$ cat src/rtl/acr_pkg.sv
`timescale 1ns / 1ps
package acr_pkg;

  // fixed field widths
  localparam int VEL_W  = 32;
  localparam int MASS_W = 31;
  localparam int BNC_W  = 17;
  localparam int GAP_W  = 33;
  localparam int SUM_W  = 32;

  // inverse-mass shares are unsigned q.30
  localparam int QW = 30;
  localparam logic [QW:0] SHARE_ONE = (QW+1)'(1) << QW;

  // floor(x / 5) as (x * DIV5_MUL) >> DIV5_SHIFT, exact for x below 2^34
  localparam logic [31:0] DIV5_MUL   = 32'd3435973837;
  localparam int          DIV5_SHIFT = 34;

  // contact normal codes
  localparam logic [1:0] NRM_POS_X = 2'd0;
  localparam logic [1:0] NRM_NEG_X = 2'd1;
  localparam logic [1:0] NRM_POS_Y = 2'd2;
  localparam logic [1:0] NRM_NEG_Y = 2'd3;

  // per-item contact data carried alongside the share divider
  typedef struct packed {
    logic                     hit;
    logic                     stat;
    logic                     axis;
    logic                     pos;
    logic [1:0]               code;
    logic signed [VEL_W-1:0]  pen;
    logic [MASS_W-1:0]        pdepth;
    logic                     apply;
    logic                     corr;
    logic signed [VEL_W-1:0]  vax;
    logic signed [VEL_W-1:0]  vay;
    logic signed [VEL_W-1:0]  vbx;
    logic signed [VEL_W-1:0]  vby;
    logic                     ma0;
    logic                     mb0;
  } acr_mid_t;

endpackage

$ cat src/rtl/acr_div.sv
`timescale 1ns / 1ps
module acr_div #(
  parameter int TAG_W = 1
) (
  input  logic             clk,
  input  logic             rst_n,
  input  logic             en,
  input  logic             in_valid,
  input  logic [30:0]      in_num,
  input  logic [31:0]      in_den,
  input  logic [TAG_W-1:0] in_tag,
  output logic             out_valid,
  output logic [29:0]      out_quo,
  output logic             out_rem_nz,
  output logic [TAG_W-1:0] out_tag
);
  import acr_pkg::*;

  // one quotient bit per stage, restoring, most significant bit first
  logic             vld_r [QW];
  logic [31:0]      rem_r [QW];
  logic [31:0]      den_r [QW];
  logic [QW-1:0]    quo_r [QW];
  logic [TAG_W-1:0] tag_r [QW];

  for (genvar i = 0; i < QW; i++) begin : g_stage
    logic             v_src;
    logic [31:0]      rem_src, den_src;
    logic [QW-1:0]    quo_src;
    logic [TAG_W-1:0] tag_src;
    logic [32:0]      shl;
    logic [33:0]      diff;
    logic             ge;

    if (i == 0) begin : g_first
      always_comb begin
        v_src   = in_valid;
        rem_src = {1'b0, in_num};
        den_src = in_den;
        quo_src = '0;
        tag_src = in_tag;
      end
    end else begin : g_next
      always_comb begin
        v_src   = vld_r[i-1];
        rem_src = rem_r[i-1];
        den_src = den_r[i-1];
        quo_src = quo_r[i-1];
        tag_src = tag_r[i-1];
      end
    end

    // trial subtract of the divisor from the shifted remainder
    always_comb begin
      shl  = {rem_src, 1'b0};
      diff = {1'b0, shl} - {2'b00, den_src};
      ge   = !diff[33];
    end

    always_ff @(posedge clk) begin
      if (!rst_n) begin
        vld_r[i] <= 1'b0;
      end else if (en) begin
        vld_r[i] <= v_src;
      end
    end

    always_ff @(posedge clk) begin
      if (en) begin
        rem_r[i] <= ge ? diff[31:0] : shl[31:0];
        den_r[i] <= den_src;
        quo_r[i] <= {quo_src[QW-2:0], ge};
        tag_r[i] <= tag_src;
      end
    end
  end

  assign out_valid  = vld_r[QW-1];
  assign out_quo    = quo_r[QW-1];
  assign out_rem_nz = |rem_r[QW-1];
  assign out_tag    = tag_r[QW-1];

endmodule

$ cat config.mk
export PLATFORM = sky130hd
export DESIGN_NAME = acr_div
export DESIGN_NICKNAME = d
export VERILOG_FILES = /design/src/rtl/acr_pkg.sv /design/src/rtl/acr_div.sv
export SDC_FILE = /design/constraint.sdc
export NUM_CORES = 2
export LEC_CHECK = 0
export ABC_AREA = 0
export BUFFER_PORTS_ARGS = -buffer_cell sky130_fd_sc_hd__clkbuf_2
export CORE_MARGIN = 2
export CORE_UTILIZATION = 60
export DETAILED_ROUTE_END_ITERATION = 7
export PLACE_DENSITY = 0.83
export SYNTH_ARGS = -nofsm -noshare
export SYNTH_HDL_FRONTEND = slang
export SYNTH_SLANG_ARGS = --single-unit
$ cat constraint.sdc
create_clock -name clk -period 4.6 [get_ports clk]
set_clock_uncertainty 0.2 [all_clocks]
set_input_delay 0.23 -clock clk [delete_from_list [all_inputs] [get_ports clk]]
set_output_delay 0.23 -clock clk [all_outputs]
set_load 0.005 [all_outputs]
== After elaboration in Yosys (flattened, before gate mapping) ==
Memories as Yosys holds them, arrays and structs flattened.
Cells that the tools add are included.
Cells by class
  $add $sub $neg: 30
  multipliers: 0
  div/mod/pow operators: 0
  order comparisons: 0
  equal/unequal tests: 0
  shift-type cells: 0
  multiplexer cells: 65
  bitwise logic cells: 30
  reduce and logical (&&, ||, !) cells: 31
Operators by type and width (number)
  subtractor 33 x 32 -> 34 bit: 29
  two-way mux 32 bit: 30
  two-way mux 1 bit: 35
  subtractor 32 x 32 -> 33 bit: 1
  OR reduction 32 bit: 1
  zero test 1 bit: 30
  bitwise OR 1 bit: 30
Storage, ports and cells
  register bits: 0
  latch bits: 0
  bits in writable memories: 2880
  memory bits (read-only): 0
  input port bits: 68
  word-level logic and storage cells: 161
  memories: 5
Memory list
  den_r: depth 30, width 32, read ports 29, clocked after memory_dff 0, wr ports 30, RTL line acr_div.sv:22  | logic [31:0] den_r [QW];
  rem_r: depth 30, width 32, read ports 30, clocked after memory_dff 0, wr ports 30, RTL line acr_div.sv:21  | logic [31:0] rem_r [QW];
  quo_r: depth 30, width 30, read ports 30, clocked after memory_dff 0, wr ports 30, RTL line acr_div.sv:23  | logic [QW-1:0] quo_r [QW];
  tag_r: depth 30, width 1, read ports 30, clocked after memory_dff 0, wr ports 30, RTL line acr_div.sv:24  | logic [TAG_W-1:0] tag_r [QW];
  vld_r: depth 30, width 1, read ports 30, clocked after memory_dff 0, wr ports 30, RTL line acr_div.sv:20  | logic vld_r [QW];

== Depth between registers and ports, before layout ==
  depth after elaboration: 4
  depth in mapped cells: 16
  mapped depth without buffers: 13

== Worst setup path after synthesis ==
Ideal clock, no wire load.
  path kind: register to register
  start: memory rem_r[14][0]
  end: memory rem_r[15][15] (data pin)
  setup time: 0.262 ns
  data arrival time: 3.239 ns
  data required time: 4.138 ns
  path slack: 0.899 ns
  stages on the path, launching flop included: 13
  clock period less this slack: 3.701 ns
  cell sequence: edfxtp_1 > ha_1 > nor2b_1 > o31ai_2 > a31oi_1 > a31o_2 > a41oi_2 > o211ai_1 > a21o_1 > a211o_1 > a41oi_2 > buf_4 > mux2_1
RTL lines (RTL line)
  from (decl): acr_div.sv:21

==> flow_summary.json <==
{
  "clock_path_buffers": 4,
  "die_area_um2": 222000,
  "async_flop_share": 0,
  "grt_overflow": 0,
  "synthFlopType": "edfxtp_1",
  "period_minus_slack_ps": 4430,
  "crit_path_end_kind": "flip-flop",
  "timing.fmax_mhz": 226,
  "place_hpwl_um": 203000,
  "dr.pass1.iters": 8,
  "cts_made_buffers": 278,
  "relSlewSlack": 0.234,
  "ys_seq_area_frac": 0.554,
  "place_congestion": 0.932,
  "clkTransAtPathRegs_ps": 60,
  "p_leak_nw": 60.1,
  "rsz0062_at_grt": "false",
  "design_area_um2": 146000,
  "yosys_warnings": 0,
  "clock_sinks": 2413,
  "ant_nets": 0,
  "cp-start-kind": "flip-flop",
  "fin_util": 0.671,
  "core-area_um2": 217000,
  "syn_nets": 12200,
  "cts-root-buf": "clkbuf_16",
  "power_frac_clock": 0.203,
  "worst_pin_slew_ps": 1150,
  "drc": 0,
  "finalSetupTns_ps": 0,
  "placement.io_buffers": 100,
  "initial_utilization": 0.603,
  "n_fill_cell": 15100,
  "irDropWorstVdd_uv": 534,
  "synth_edf_count": 2412,
  "grt_pass1_vias": 88200,
  "antenna_found_initial": 2,
  "wl_per_cell_um": 19.4,
  "track_usage": 0.252,
  "fin_nets": 12600,
  "hold_class": "input port to flip-flop",
  "power_frac_comb": 0.449,
  "swShare": 0.368,
  "synth_area_per_cell_um2": 11.7,
  "dr_total_vias": 87700,
  "critPathArrivalTime_ps": 4890,
  "grt_pass1_wl_um": 454000,
  "grt_max_degree": 179,
  "clock_latency_ps": 930,
  "drive_gt1_frac": 0.0933,
  "power_density_nw_per_um2": 726,
  "cp_data_required_time_ps": 5070,
  "crit_path_max_fanout": 37,
  "synthCells": 11200,
  "boundaryPins": 101,
  "power.switching_mw": 38.8,
  "synthesis.area_um2": 131000,
  "worstSetupPathType": "flip-flop to flip-flop",
  "finalHoldViolCount": 0,
  "die_y_um": 471,
  "cts_tree": "done",
  "h-tree-depth": 5,
  "post_dp_cell_area_um2": 135000,
  "post-route-period-util": 0.962,
  "drt_wl_total_um": 284000,
  "viasPerCell": 5.99,
  "synth_seq_cells": 2413,
  "seq_power_share": 0.348,
  "first_iter_violations": 7627,
  "finalMaxSlewViolations": 0,
  "maxCapViolCount": 0,
  "setup_viol": 0,
  "synth.distinct_cells": 100,
  "dieWidth_um": 471,
  "area_growth_pct": 11.3,
  "rows": 171,
  "status": "complete, no violations",
  "p_int_mw": 66.8
}
cell type report:
cell class	count	area [um2]	area share
tap	2854	3570	0.0245
clock buffer	315	7200	0.0495
antenna	2	5.00	0.0000344
inverter	1166	4380	0.0301
multi-input combinational	7371	53000	0.364
sequential	2413	72400	0.498
clock inverter	158	1540	0.0106
timing repair buffer	357	3370	0.0231
layer usage:
metal / global-route usage / wire (um)
met1: 0.295 / 111000
met2: 0.451 / 145000
met3: 0.0363 / 13700
met4: 0.123 / 14800
met5: 0 / 10
power groups by stage:
stage | Sequential [mW] | Clock [mW] | Combinational, mW
3_3_place_gp | 37.0 | 0 | 44.4
3_5_place_dp | 37.1 | 0 | 46.2
2_1_floorplan | 35.0 | 0 | 36.4
4_1_cts | 36.7 | 21.8 | 46.9
5_1_grt | 37.2 | 22.7 | 52.6
6_report | 36.8 | 21.4 | 47.5
state kept, by name (all words and copies together), names as in the netlist:
| register | count |
|---|---|
| den_r | 928 |
| quo_r | 465 |
| rem_r | 960 |
| tag_r | 30 |
| vld_r | 30 |
cell usage in the layout, fill, tap and decap left out, types with 59 or more instances in the layout:
cell	Yosys	final
nand3_1	170	170
a211oi_1	70	68
and3_1	103	103
clkinv_1	0	59
mux2_2	350	350
nand2b_1	121	121
dlygate4sd3_1	0	138
a21o_1	494	494
clkbuf_2	0	99
a31oi_1	96	95
nand2_1	778	776
ha_1	930	930
o21ai_0	687	685
nand4_1	88	88
nor3_1	71	71
edfxtp_1	2412	2412
a21oi_1	982	981
nor2b_1	104	104
o21a_1	103	103
buf_4	9	73
xnor2_1	489	489
clkbuf_16	0	283
nor2_1	577	577
xor2_1	343	343
inv_1	1164	1164
o21bai_1	102	102
worst max-delay path: stages, from the launching register on:
cell	delay, ps
edfxtp_1	420
ha_1	410
nand4_1	150
a2111oi_0	390
or2_2	210
o21ai_1	140
o22ai_1	440
a31oi_1	210
a221oi_1	540
nand4_1	160
nand4_1	250
buf_12	240
mux2_2	370
worst paths after layout:
kind / startpoint / slack (ps) / endpoint / cells past startpoint
min: in_num[6] / 60 / rem_r[0][7] / 4
max: rem_r[4][7] / 170 / rem_r[5][6] / 12
min reg2reg: quo_r[1][186] / 200 / quo_r[1][217] / 0
max reg2reg: rem_r[4][7] / 170 / rem_r[5][6] / 12
cell families after synthesis:
logic type,Yosys count,share of synthesized area
AO/OA/AOI/OAI,2986,0.142
flip-flops,2413,0.554
AND/OR/NAND/NOR,2200,0.0781
buffers and inverters,1423,0.0420
adder cells (fa/ha/maj),960,0.0936
XOR/XNOR,832,0.0557
multiplexers,392,0.0345
stage by stage:
stage	total power, mW	setup slack [ps]	hold WS (ps)	instances
floorplan	71.4	899	129	11200
global placement	81.4	111	200	14000
detailed placement	83.3	56.3	205	14000
CTS	105	11.8	1.77	14600
global route	112	11.9	50.7	14600
finish	106	174	55.6	14600
cells in the mapped netlist, types with 39 or more instances:
cell type	instances	share of area
a211oi_1	70	0.0040
a21o_1	494	0.028
a21oi_1	982	0.038
a31oi_1	96	0.0046
and2_1	50	0.0024
and3_1	103	0.0049
buf_2	71	0.0027
clkbuf_1	166	0.0048
edfxtp_1	2412	0.55
ha_1	930	0.089
inv_1	1164	0.033
mux2_2	350	0.030
nand2_1	778	0.022
nand2b_1	121	0.0058
nand3_1	170	0.0065
nand4_1	88	0.0042
nor2_1	577	0.017
nor2b_1	104	0.0050
nor3_1	71	0.0027
o21a_1	103	0.0059
o21ai_0	687	0.026
o21ai_1	39	0.0015
o21bai_1	102	0.0059
o31ai_1	54	0.0031
xnor2_1	489	0.033
xor2_1	343	0.023
timing repair:
item | in CTS | in global routing
hold endpoints to repair | 289 | 0
hold buffers | 138 | 0
setup endpoints to repair | 0 | 97
buffers inserted | 0 | 1
gates resized for setup | 0 | 11
Power figures use the tool's default switching activity.
