$ cat src/rtl/acr_pkg.sv
`timescale 1ns / 1ps
package acr_pkg;

  // fixed field widths
  localparam int VEL_W  = 32;
  localparam int MASS_W = 31;
  localparam int BNC_W  = 17;
  localparam int GAP_W  = 33;
  localparam int SUM_W  = 32;

  // inverse-mass shares are unsigned q.30
  localparam int QW = 30;
  localparam logic [QW:0] SHARE_ONE = (QW+1)'(1) << QW;

  // floor(x / 5) as (x * DIV5_MUL) >> DIV5_SHIFT, exact for x below 2^34
  localparam logic [31:0] DIV5_MUL   = 32'd3435973837;
  localparam int          DIV5_SHIFT = 34;

  // contact normal codes
  localparam logic [1:0] NRM_POS_X = 2'd0;
  localparam logic [1:0] NRM_NEG_X = 2'd1;
  localparam logic [1:0] NRM_POS_Y = 2'd2;
  localparam logic [1:0] NRM_NEG_Y = 2'd3;

  // per-item contact data carried alongside the share divider
  typedef struct packed {
    logic                     hit;
    logic                     stat;
    logic                     axis;
    logic                     pos;
    logic [1:0]               code;
    logic signed [VEL_W-1:0]  pen;
    logic [MASS_W-1:0]        pdepth;
    logic                     apply;
    logic                     corr;
    logic signed [VEL_W-1:0]  vax;
    logic signed [VEL_W-1:0]  vay;
    logic signed [VEL_W-1:0]  vbx;
    logic signed [VEL_W-1:0]  vby;
    logic                     ma0;
    logic                     mb0;
  } acr_mid_t;

endpackage

$ cat src/rtl/acr_front.sv
`timescale 1ns / 1ps
module acr_front #(
  parameter int FRACTION_BITS = 16
) (
  input  logic                       clk,
  input  logic                       rst_n,
  input  logic                       en,
  input  logic                       in_valid,
  input  logic signed [31:0]         in_offset_x,
  input  logic signed [31:0]         in_offset_y,
  input  logic [30:0]                in_extent_sum_x,
  input  logic [30:0]                in_extent_sum_y,
  input  logic signed [31:0]         in_vel_a_x,
  input  logic signed [31:0]         in_vel_a_y,
  input  logic signed [31:0]         in_vel_b_x,
  input  logic signed [31:0]         in_vel_b_y,
  input  logic [30:0]                in_mass_a,
  input  logic [30:0]                in_mass_b,
  input  logic [16:0]                in_bounce_a,
  input  logic [16:0]                in_bounce_b,
  output logic                       out_valid,
  output acr_pkg::acr_mid_t          out_mid,
  output logic [33 + ((FRACTION_BITS >= 17) ? FRACTION_BITS + 1 : 18)
                - FRACTION_BITS - 1:0] out_d,
  output logic [31:0]                out_sum,
  output logic [30:0]                out_mb
);
  import acr_pkg::*;

  localparam int OW = (FRACTION_BITS >= 17) ? FRACTION_BITS + 1 : 18;
  localparam int DW = 33 + OW - FRACTION_BITS;
  localparam int PW = 33 + OW;
  localparam logic [OW-1:0]     ONE_FIX = OW'(1) << FRACTION_BITS;
  localparam logic [MASS_W-1:0] SLOP    = MASS_W'(((2 ** FRACTION_BITS) + 50) / 100);

  // stage 1 registers
  logic                     v1_r;
  logic signed [GAP_W-1:0]  gx1_r, gy1_r, relx1_r, rely1_r;
  logic                     posx1_r, posy1_r, ma01_r, mb01_r;
  logic [BNC_W-1:0]         e1_r;
  logic [SUM_W-1:0]         sum1_r;
  logic [MASS_W-1:0]        mb1_r;
  logic signed [VEL_W-1:0]  vax1_r, vay1_r, vbx1_r, vby1_r;

  // stage 2 registers
  logic                     v2_r;
  acr_mid_t                 mid2_r;
  logic [32:0]              negvn2_r;
  logic [OW-1:0]            onepe2_r;
  logic [SUM_W-1:0]         sum2_r;
  logic [MASS_W-1:0]        mb2_r;

  // stage 3 registers
  logic                     v3_r;
  acr_mid_t                 mid3_r;
  logic [DW-1:0]            d3_r;
  logic [SUM_W-1:0]         sum3_r;
  logic [MASS_W-1:0]        mb3_r;

  // stage 1: gaps, relative velocities, mass sum, lower bounciness
  logic signed [GAP_W-1:0] oxe, oye, oxa, oya, gx1_nxt, gy1_nxt;
  logic signed [GAP_W-1:0] relx1_nxt, rely1_nxt;
  logic [BNC_W-1:0]        e1_nxt;
  logic [SUM_W-1:0]        sum1_nxt;

  always_comb begin
    oxe       = {in_offset_x[31], in_offset_x};
    oye       = {in_offset_y[31], in_offset_y};
    oxa       = oxe[GAP_W-1] ? -oxe : oxe;
    oya       = oye[GAP_W-1] ? -oye : oye;
    gx1_nxt   = oxa - $signed({2'b00, in_extent_sum_x});
    gy1_nxt   = oya - $signed({2'b00, in_extent_sum_y});
    relx1_nxt = {in_vel_b_x[31], in_vel_b_x} - {in_vel_a_x[31], in_vel_a_x};
    rely1_nxt = {in_vel_b_y[31], in_vel_b_y} - {in_vel_a_y[31], in_vel_a_y};
    e1_nxt    = (in_bounce_a < in_bounce_b) ? in_bounce_a : in_bounce_b;
    sum1_nxt  = {1'b0, in_mass_a} + {1'b0, in_mass_b};
  end

  always_ff @(posedge clk) begin
    if (!rst_n) begin
      v1_r <= 1'b0;
    end else if (en) begin
      v1_r <= in_valid;
    end
  end

  always_ff @(posedge clk) begin
    if (en) begin
      gx1_r   <= gx1_nxt;
      gy1_r   <= gy1_nxt;
      relx1_r <= relx1_nxt;
      rely1_r <= rely1_nxt;
      posx1_r <= !in_offset_x[31] && (in_offset_x != 32'sd0);
      posy1_r <= !in_offset_y[31] && (in_offset_y != 32'sd0);
      ma01_r  <= (in_mass_a == '0);
      mb01_r  <= (in_mass_b == '0);
      e1_r    <= e1_nxt;
      sum1_r  <= sum1_nxt;
      mb1_r   <= in_mass_b;
      vax1_r  <= in_vel_a_x;
      vay1_r  <= in_vel_a_y;
      vbx1_r  <= in_vel_b_x;
      vby1_r  <= in_vel_b_y;
    end
  end

  // stage 2: hit test, axis of least overlap, approach test
  acr_mid_t                mid2_nxt;
  logic signed [GAP_W-1:0] pen33, rel;
  logic signed [33:0]      vn, negvn;
  logic [OW-1:0]           onepe2_nxt;

  always_comb begin
    mid2_nxt      = '0;
    mid2_nxt.hit  = gx1_r[GAP_W-1] && gy1_r[GAP_W-1];
    mid2_nxt.axis = !(gx1_r > gy1_r);
    mid2_nxt.pos  = mid2_nxt.axis ? posy1_r : posx1_r;
    pen33         = mid2_nxt.axis ? gy1_r : gx1_r;
    rel           = mid2_nxt.axis ? rely1_r : relx1_r;
    vn            = mid2_nxt.pos ? {rel[GAP_W-1], rel} : -{rel[GAP_W-1], rel};
    negvn         = -vn;
    mid2_nxt.stat = mid2_nxt.hit && ma01_r && mb01_r;
    mid2_nxt.apply = mid2_nxt.hit && !mid2_nxt.stat && (vn[33] || (vn == 34'sd0));
    if (!mid2_nxt.hit) begin
      mid2_nxt.code = NRM_POS_X;
    end else if (mid2_nxt.axis) begin
      mid2_nxt.code = mid2_nxt.pos ? NRM_POS_Y : NRM_NEG_Y;
    end else begin
      mid2_nxt.code = mid2_nxt.pos ? NRM_POS_X : NRM_NEG_X;
    end
    mid2_nxt.pen    = mid2_nxt.hit ? pen33[VEL_W-1:0] : 32'sd0;
    mid2_nxt.pdepth = MASS_W'(-pen33);
    mid2_nxt.corr   = mid2_nxt.apply && (mid2_nxt.pdepth > SLOP);
    mid2_nxt.vax    = vax1_r;
    mid2_nxt.vay    = vay1_r;
    mid2_nxt.vbx    = vbx1_r;
    mid2_nxt.vby    = vby1_r;
    mid2_nxt.ma0    = ma01_r;
    mid2_nxt.mb0    = mb01_r;
    onepe2_nxt      = ONE_FIX + OW'(e1_r);
  end

  always_ff @(posedge clk) begin
    if (!rst_n) begin
      v2_r <= 1'b0;
    end else if (en) begin
      v2_r <= v1_r;
    end
  end

  always_ff @(posedge clk) begin
    if (en) begin
      mid2_r   <= mid2_nxt;
      negvn2_r <= negvn[32:0];
      onepe2_r <= onepe2_nxt;
      sum2_r   <= sum1_r;
      mb2_r    <= mb1_r;
    end
  end

  // stage 3: velocity change magnitude, -vn * (1 + e)
  logic [PW-1:0] prod;

  assign prod = negvn2_r * onepe2_r;

  always_ff @(posedge clk) begin
    if (!rst_n) begin
      v3_r <= 1'b0;
    end else if (en) begin
      v3_r <= v2_r;
    end
  end

  always_ff @(posedge clk) begin
    if (en) begin
      mid3_r <= mid2_r;
      d3_r   <= prod[PW-1:FRACTION_BITS];
      sum3_r <= sum2_r;
      mb3_r  <= mb2_r;
    end
  end

  assign out_valid = v3_r;
  assign out_mid   = mid3_r;
  assign out_d     = d3_r;
  assign out_sum   = sum3_r;
  assign out_mb    = mb3_r;

endmodule

$ cat config.mk
export PLATFORM = sky130hd
export DESIGN_NAME = acr_front
export DESIGN_NICKNAME = d
export VERILOG_FILES = /design/src/rtl/acr_pkg.sv /design/src/rtl/acr_front.sv
export SDC_FILE = /design/constraint.sdc
export NUM_CORES = 2
export LEC_CHECK = 0
export BUFFER_PORTS_ARGS = -buffer_cell sky130_fd_sc_hd__buf_2
export CAP_MARGIN = 5
export CORE_ASPECT_RATIO = 2
export CORE_UTILIZATION = 35
export CTS_CLUSTER_DIAMETER = 100
export DETAILED_ROUTE_END_ITERATION = 7
export RECOVER_POWER = 25
export SETUP_SLACK_MARGIN = 0.15
export SLEW_MARGIN = 25
export SYNTH_ARGS = -nofsm -noshare
export SYNTH_HDL_FRONTEND = slang
export SYNTH_SLANG_ARGS = --single-unit
$ cat constraint.sdc
create_clock -name clk -period 9 [get_ports clk]
set_clock_uncertainty 0.1 [all_clocks]
set_input_delay 0.45 -clock clk [delete_from_list [all_inputs] [get_ports clk]]
set_output_delay 0.45 -clock clk [all_outputs]
set_load 0.02 [all_outputs]
Word level (Yosys, flattened, before mapping):

Index checks and enable logic that the tools add are counted.

* bitwise logic cells: 0
* eq/ne operators: 0
* mux-type cells: 10
* reductions and logical operators: 18
* divide/modulo/power cells: 0
* multipliers: 1
* magnitude comparators: 3
* shift-type cells: 0
* $add $sub $neg: 11

Operator list (count)
* two-way mux 33 bit: 3
* negation 32 -> 33 bit: 2
* subtractor 32 x 32 -> 33 bit: 2
* subtractor 33 x 32 -> 33 bit: 2
* nonzero test 32 bit: 2
* logical NOT 31 bit: 2
* multiplier 33 x 18 -> 51 bit: 1
* logical NOT 34 bit: 1
* two-way mux 34 bit: 1
* negation 34 bit: 1
* greater-than comparator 33 bit: 1
* negation 33 bit: 1
* adder 31 x 31 -> 32 bit: 1
* two-way mux 32 bit: 1
* greater-than comparator 31 x 10 -> 1 bit (second input constant): 1
* negation 31 bit: 1
* adder 17 x 17 -> 18 bit (first input constant): 1
* less-than comparator 17 bit: 1
* two-way mux 17 bit: 1
* logical AND 1 bit: 8
* logical NOT 1 bit: 4
* two-way mux 1 bit: 3
* two-way mux 2 bit: 1
* logical OR 1 bit: 1

* logic and storage cells: 98
* memories: 0
* bits in latches: 0
* register bits: 961
* input port bits: 354
* memory bits (writable): 0
* ROM bits: 0
* output and inout bits: 300

Depth between registers and ports, before layout:

* depth in word-level cells: 8
* mapped depth: 31
* depth with buffers taken out: 27

Worst setup path before layout:

No wires, ideal clock.

* kind: reg-to-reg
* from: register gx1_r[22]
* to: register mid2_r[130] (netlist bit) (data pin)
* arrival time: 6.979 ns
* path slack: 1.731 ns
* clock period less this slack: 7.269 ns
* cell stages (with the launch flop): 30
* cell sequence: edfxtp_1 ha_1 nand4_1 or4_4 nor3_2 or4_1 o21a_1 buf_6 buf_6 buf_4 buf_2 buf_2 buf_2 buf_1 mux2i_1 ha_1 clkbuf_1 nor2b_1 and2_1 and3_1 nand2_1 or4_1 or4_1 o311ai_1 xor2_1 nand2b_1 nor4b_1 nand2_1 or2_1 a2111oi_2

RTL lines
* start: declaration: line acr_front.sv:38 `logic signed [GAP_W-1:0] gx1_r, gy1_r, relx1_r, rely1_r;`
* start signal: assignment: line acr_front.sv:89 `gx1_r <= gx1_nxt;`
* end signal: assignment: line acr_front.sv:153 `mid2_r <= mid2_nxt;`
* end: declaration: line acr_front.sv:47 `acr_mid_t mid2_r;`

Worst setup path after layout:

* from: register onepe2_r[3]
* to: register d3_r[34] (netlist: out_d[34]) (data pin)

* word-level cells in the longest chain between the ends: 1

RTL lines
* start: declaration: line acr_front.sv:49 `logic [OW-1:0] onepe2_r;`
* start signal: assignment: line acr_front.sv:155 `onepe2_r <= onepe2_nxt;`
* multiplier 33 x 18 -> 51 bit: line acr_front.sv:164 `assign prod = negvn2_r * onepe2_r;`
* named net prod[50]: line acr_front.sv:162 `logic [PW-1:0] prod;`
* end signal: assignment: line acr_front.sv:177 `d3_r <= prod[PW-1:FRACTION_BITS];`
* end: declaration: line acr_front.sv:56 `logic [DW-1:0] d3_r;`

The timed path passes the listed nets, and every way through them passes these cells.
A chain may end at the register's enable or synchronous reset.

==> impl_metrics.csv <==
group,metric,value,unit
outcome,status,"finished with violations",
outcome,violations,"max-capacitance violations, max-slew violations",
synth,syn_area,61790,um2
synth,synth-xor-area-share,0.04536,
global_routing,grtUsageMet1,0.2182,
global_routing,gr-total-overflow,0,
floorplan,initial_utilization,0.3528,
final_layout,final_nets,7304,
route,viasPerCell,4.969,
synth,muxShareOfSynthArea,0.01636,
floorplan,die_h,596.2,um
timing,slew_violations,84,
clock_tree,cts_tree,"built",
route,routed_wl,185.2,mm
synth,yosysTopAreaCellShare,0.4656,
route,ant_nets,0,
place,dp.final_hpwl,146.9,mm
timing,tns,0,ps
timing,setup_viol,0,
worst_setup_path,reg2reg_slack,580,ps
clock_tree,clk_latency,730,ps
clock_tree,clockBufferDepth,3,
worst_setup_path,worstPathRequired,9350,ps
route,wl_per_cell,21.76,um
clock_tree,h-tree-depth,3,
synth,synth_fa_ha_area_frac,0.2293,
synth,synth_top_family_by_area,"adder cells",
timing,min_period,8421,ps
timing,relSlewSlack,-2.351,
worst_setup_path,cp-start-kind,"flop",
synth,synth-main-ff-cell,"edfxtp_1",
floorplan,core.rowCount,217,
global_routing,grt_busiest_layer,"met2",
global_routing,met3_usage,0.03595,
route,drt_iter0_markers,2220,
synth,async_reset_ff_frac,0,
worst_setup_path,critPathCaptureType,"flop",
floorplan,ios,654,
synth,ys_types,88,
synth,yosys-top-cells-area,"edfxtp_1, fa_1, ha_1, inv_1, nand2_1",
clock_tree,cts_buffers,92,
route,drtPass1Iterations,7,
clock_tree,clock-root-buffer,"clkbuf_16",
synth,synth_common_cells,"edfxtp_1, inv_1, nand2_1",
global_routing,groute.usage.overall,0.2056,
synth,synth-compound-area-share,0.06316,
route,vias,42280,
hold_path,min_path_type,"in -> reg",
synth,syn_avg_cell_area,11.77,um2
synth,ys_seq_area_frac,0.4666,
timing,worst_slew_pin_slew,5026,ps
timing,hold_slack,64.09,ps
floorplan,coreArea,175100,um2
global_routing,grtUsageMet2,0.3849,
timing,period_share,0.9356,
synth,ys_ff_latch,961,
worst_setup_path,arrival,8770,ps
timing,rsz0062_at_grt,"false",
flow_run,max_cap_violations,1,
timing,final-hold-violation-count,0,
floorplan,die_w,299.1,um
floorplan,die-area,178300,um2
synth,synth_edf_count,958,
synth,synthSimpleGateAreaFrac,0.1203,
global_routing,antenna_found_initial,32,
place,io_buffer_count,653,
global_routing,grt_pass1_wl,271.7,mm
global_routing,grt_max_degree,173,
timing,fmax,118.8,MHz
route,drc,0,
synth,synth.largest_area_cell,"edfxtp_1",
synth,syn_nets,6435,
synth,yosys_warnings,0,
global_routing,grt_pass1_vias,44660,
final_layout,drive_above_1_share,0.1387,
clock_tree,cts.reportedPaths.clkPinSlew,60,ps
synth,yosysMostFrequentCell,"edfxtp_1",
worst_setup_path,crit_fanout,18,
clock_tree,clock_sinks,961,
place,place.gp.congestion,0.9278,
synth,synthCells,5248,
final_layout,syn2layout_area_growth,18.52,%
worst_setup_path,crit_type,"reg -> reg",
[cell usage in the layout, fill, tap and decap left out, types with 36 or more instances in the layout]
cell type | Yosys | final
buf_4 | 2 | 73
nor4_1 | 42 | 42
and3_1 | 36 | 36
inv_1 | 802 | 802
ha_1 | 334 | 333
nand2b_1 | 42 | 42
a21o_1 | 55 | 55
clkbuf_16 | 0 | 93
dlygate4sd3_1 | 0 | 197
fa_1 | 499 | 499
nor2_1 | 184 | 184
xor2_1 | 85 | 85
nand2_1 | 562 | 562
clkbuf_1 | 127 | 110
and2_1 | 235 | 235
mux2i_1 | 67 | 67
nand3_1 | 79 | 79
or3_1 | 37 | 37
o21ai_0 | 108 | 108
nor3_1 | 117 | 117
a21oi_1 | 143 | 143
edfxtp_1 | 958 | 958
nor2b_1 | 57 | 57
xnor2_1 | 235 | 235
buf_2 | 17 | 548
[layout make-up]
class / instances / area (um2)
well taps: 2299 / 2877
repair buffers: 927 / 5738
fillers: 16500 / 101900
clock buffers: 99 / 2350
diodes: 14 / 35.03
clock inverters: 73 / 1042
multi-input cells: 3331 / 29340
flip-flops and latches: 961 / 28830
inverters: 804 / 3019
[what timing repair did]
item                                   CTS  global route
setup endpoints to repair                0             0
hold buffers                           197             0
gates resized for setup                  0             0
buffers inserted                         0             0
endpoints found under the hold margin  183             0
[final timing paths]
path                                        endpoint                   from  cells past startpoint
worst min-delay path               e1_r[5]$_DFFE_PP_         in_bounce_a[5]                      2
worst max-delay path             out_d[34]$_DFFE_PP_  onepe2_r[3]$_DFFE_PP_                     24
worst min register to register  sum2_r[22]$_DFFE_PP_   sum1_r[22]$_DFFE_PP_                      0
worst max register to register   out_d[34]$_DFFE_PP_  onepe2_r[3]$_DFFE_PP_                     24
[registers in the layout (all words and copies together), names as in the netlist, 32 cells and up]
name,flops
sum1_r,32
out_sum,32
gy1_r,33
gx1_r,33
out_mid,201
relx1_r,33
vay1_r,32
sum2_r,32
negvn2_r,33
mid2_r,201
vby1_r,32
rely1_r,33
vbx1_r,32
vax1_r,32
out_d,35
[routing by layer]
metal  share of wire  wire length (um)
met2            0.53             97950
met1            0.36             66680
met4           0.055             10140
met5         0.00098               181
met3           0.055             10230
[through the flow]
stage            util  setup slack, ps  area [um2]  cells
2_1_floorplan       -             1731       61790   5248
3_3_place_gp   0.3881            707.5       67960   8125
3_5_place_dp   0.3881            666.0       67970   8125
4_1_cts        0.4187            660.0       73330   8494
5_1_grt        0.4180            268.2       73210   8499
6_report       0.4182            579.3       73230   8508
[logic make-up (layout without fill, tap and decap cells)]
kind of cell    after synthesis  in the layout
flops                       961            961
xor+xnor                    320            320
simple gates               1498           1498
buf+inv                     956           1903
mux                          97             97
fa+ha+maj                   833            833
compound gates              583            583
other cells                   0             14
[critical path, cell delays in order (launching register included)]
cell and delay (ps):
edfxtp_1 940, buf_4 400, nand2_1 110, fa_1 550, fa_1 480, fa_1 540
inv_1 60, fa_1 480, fa_1 540, fa_1 490, ha_1 360, a21o_1 210
a211oi_1 220, a21bo_2 290, nor3b_1 190, or3_1 590, and4_1 270, o31ai_1 300
a31oi_1 150, buf_4 190, a32oi_1 210, buf_4 150, a21oi_1 80, a21oi_1 180
xnor2_1 80
Power is left out: the tool's default activity adds up to more than one toggle a clock period on the data nets, which glitch-free logic cannot reach.
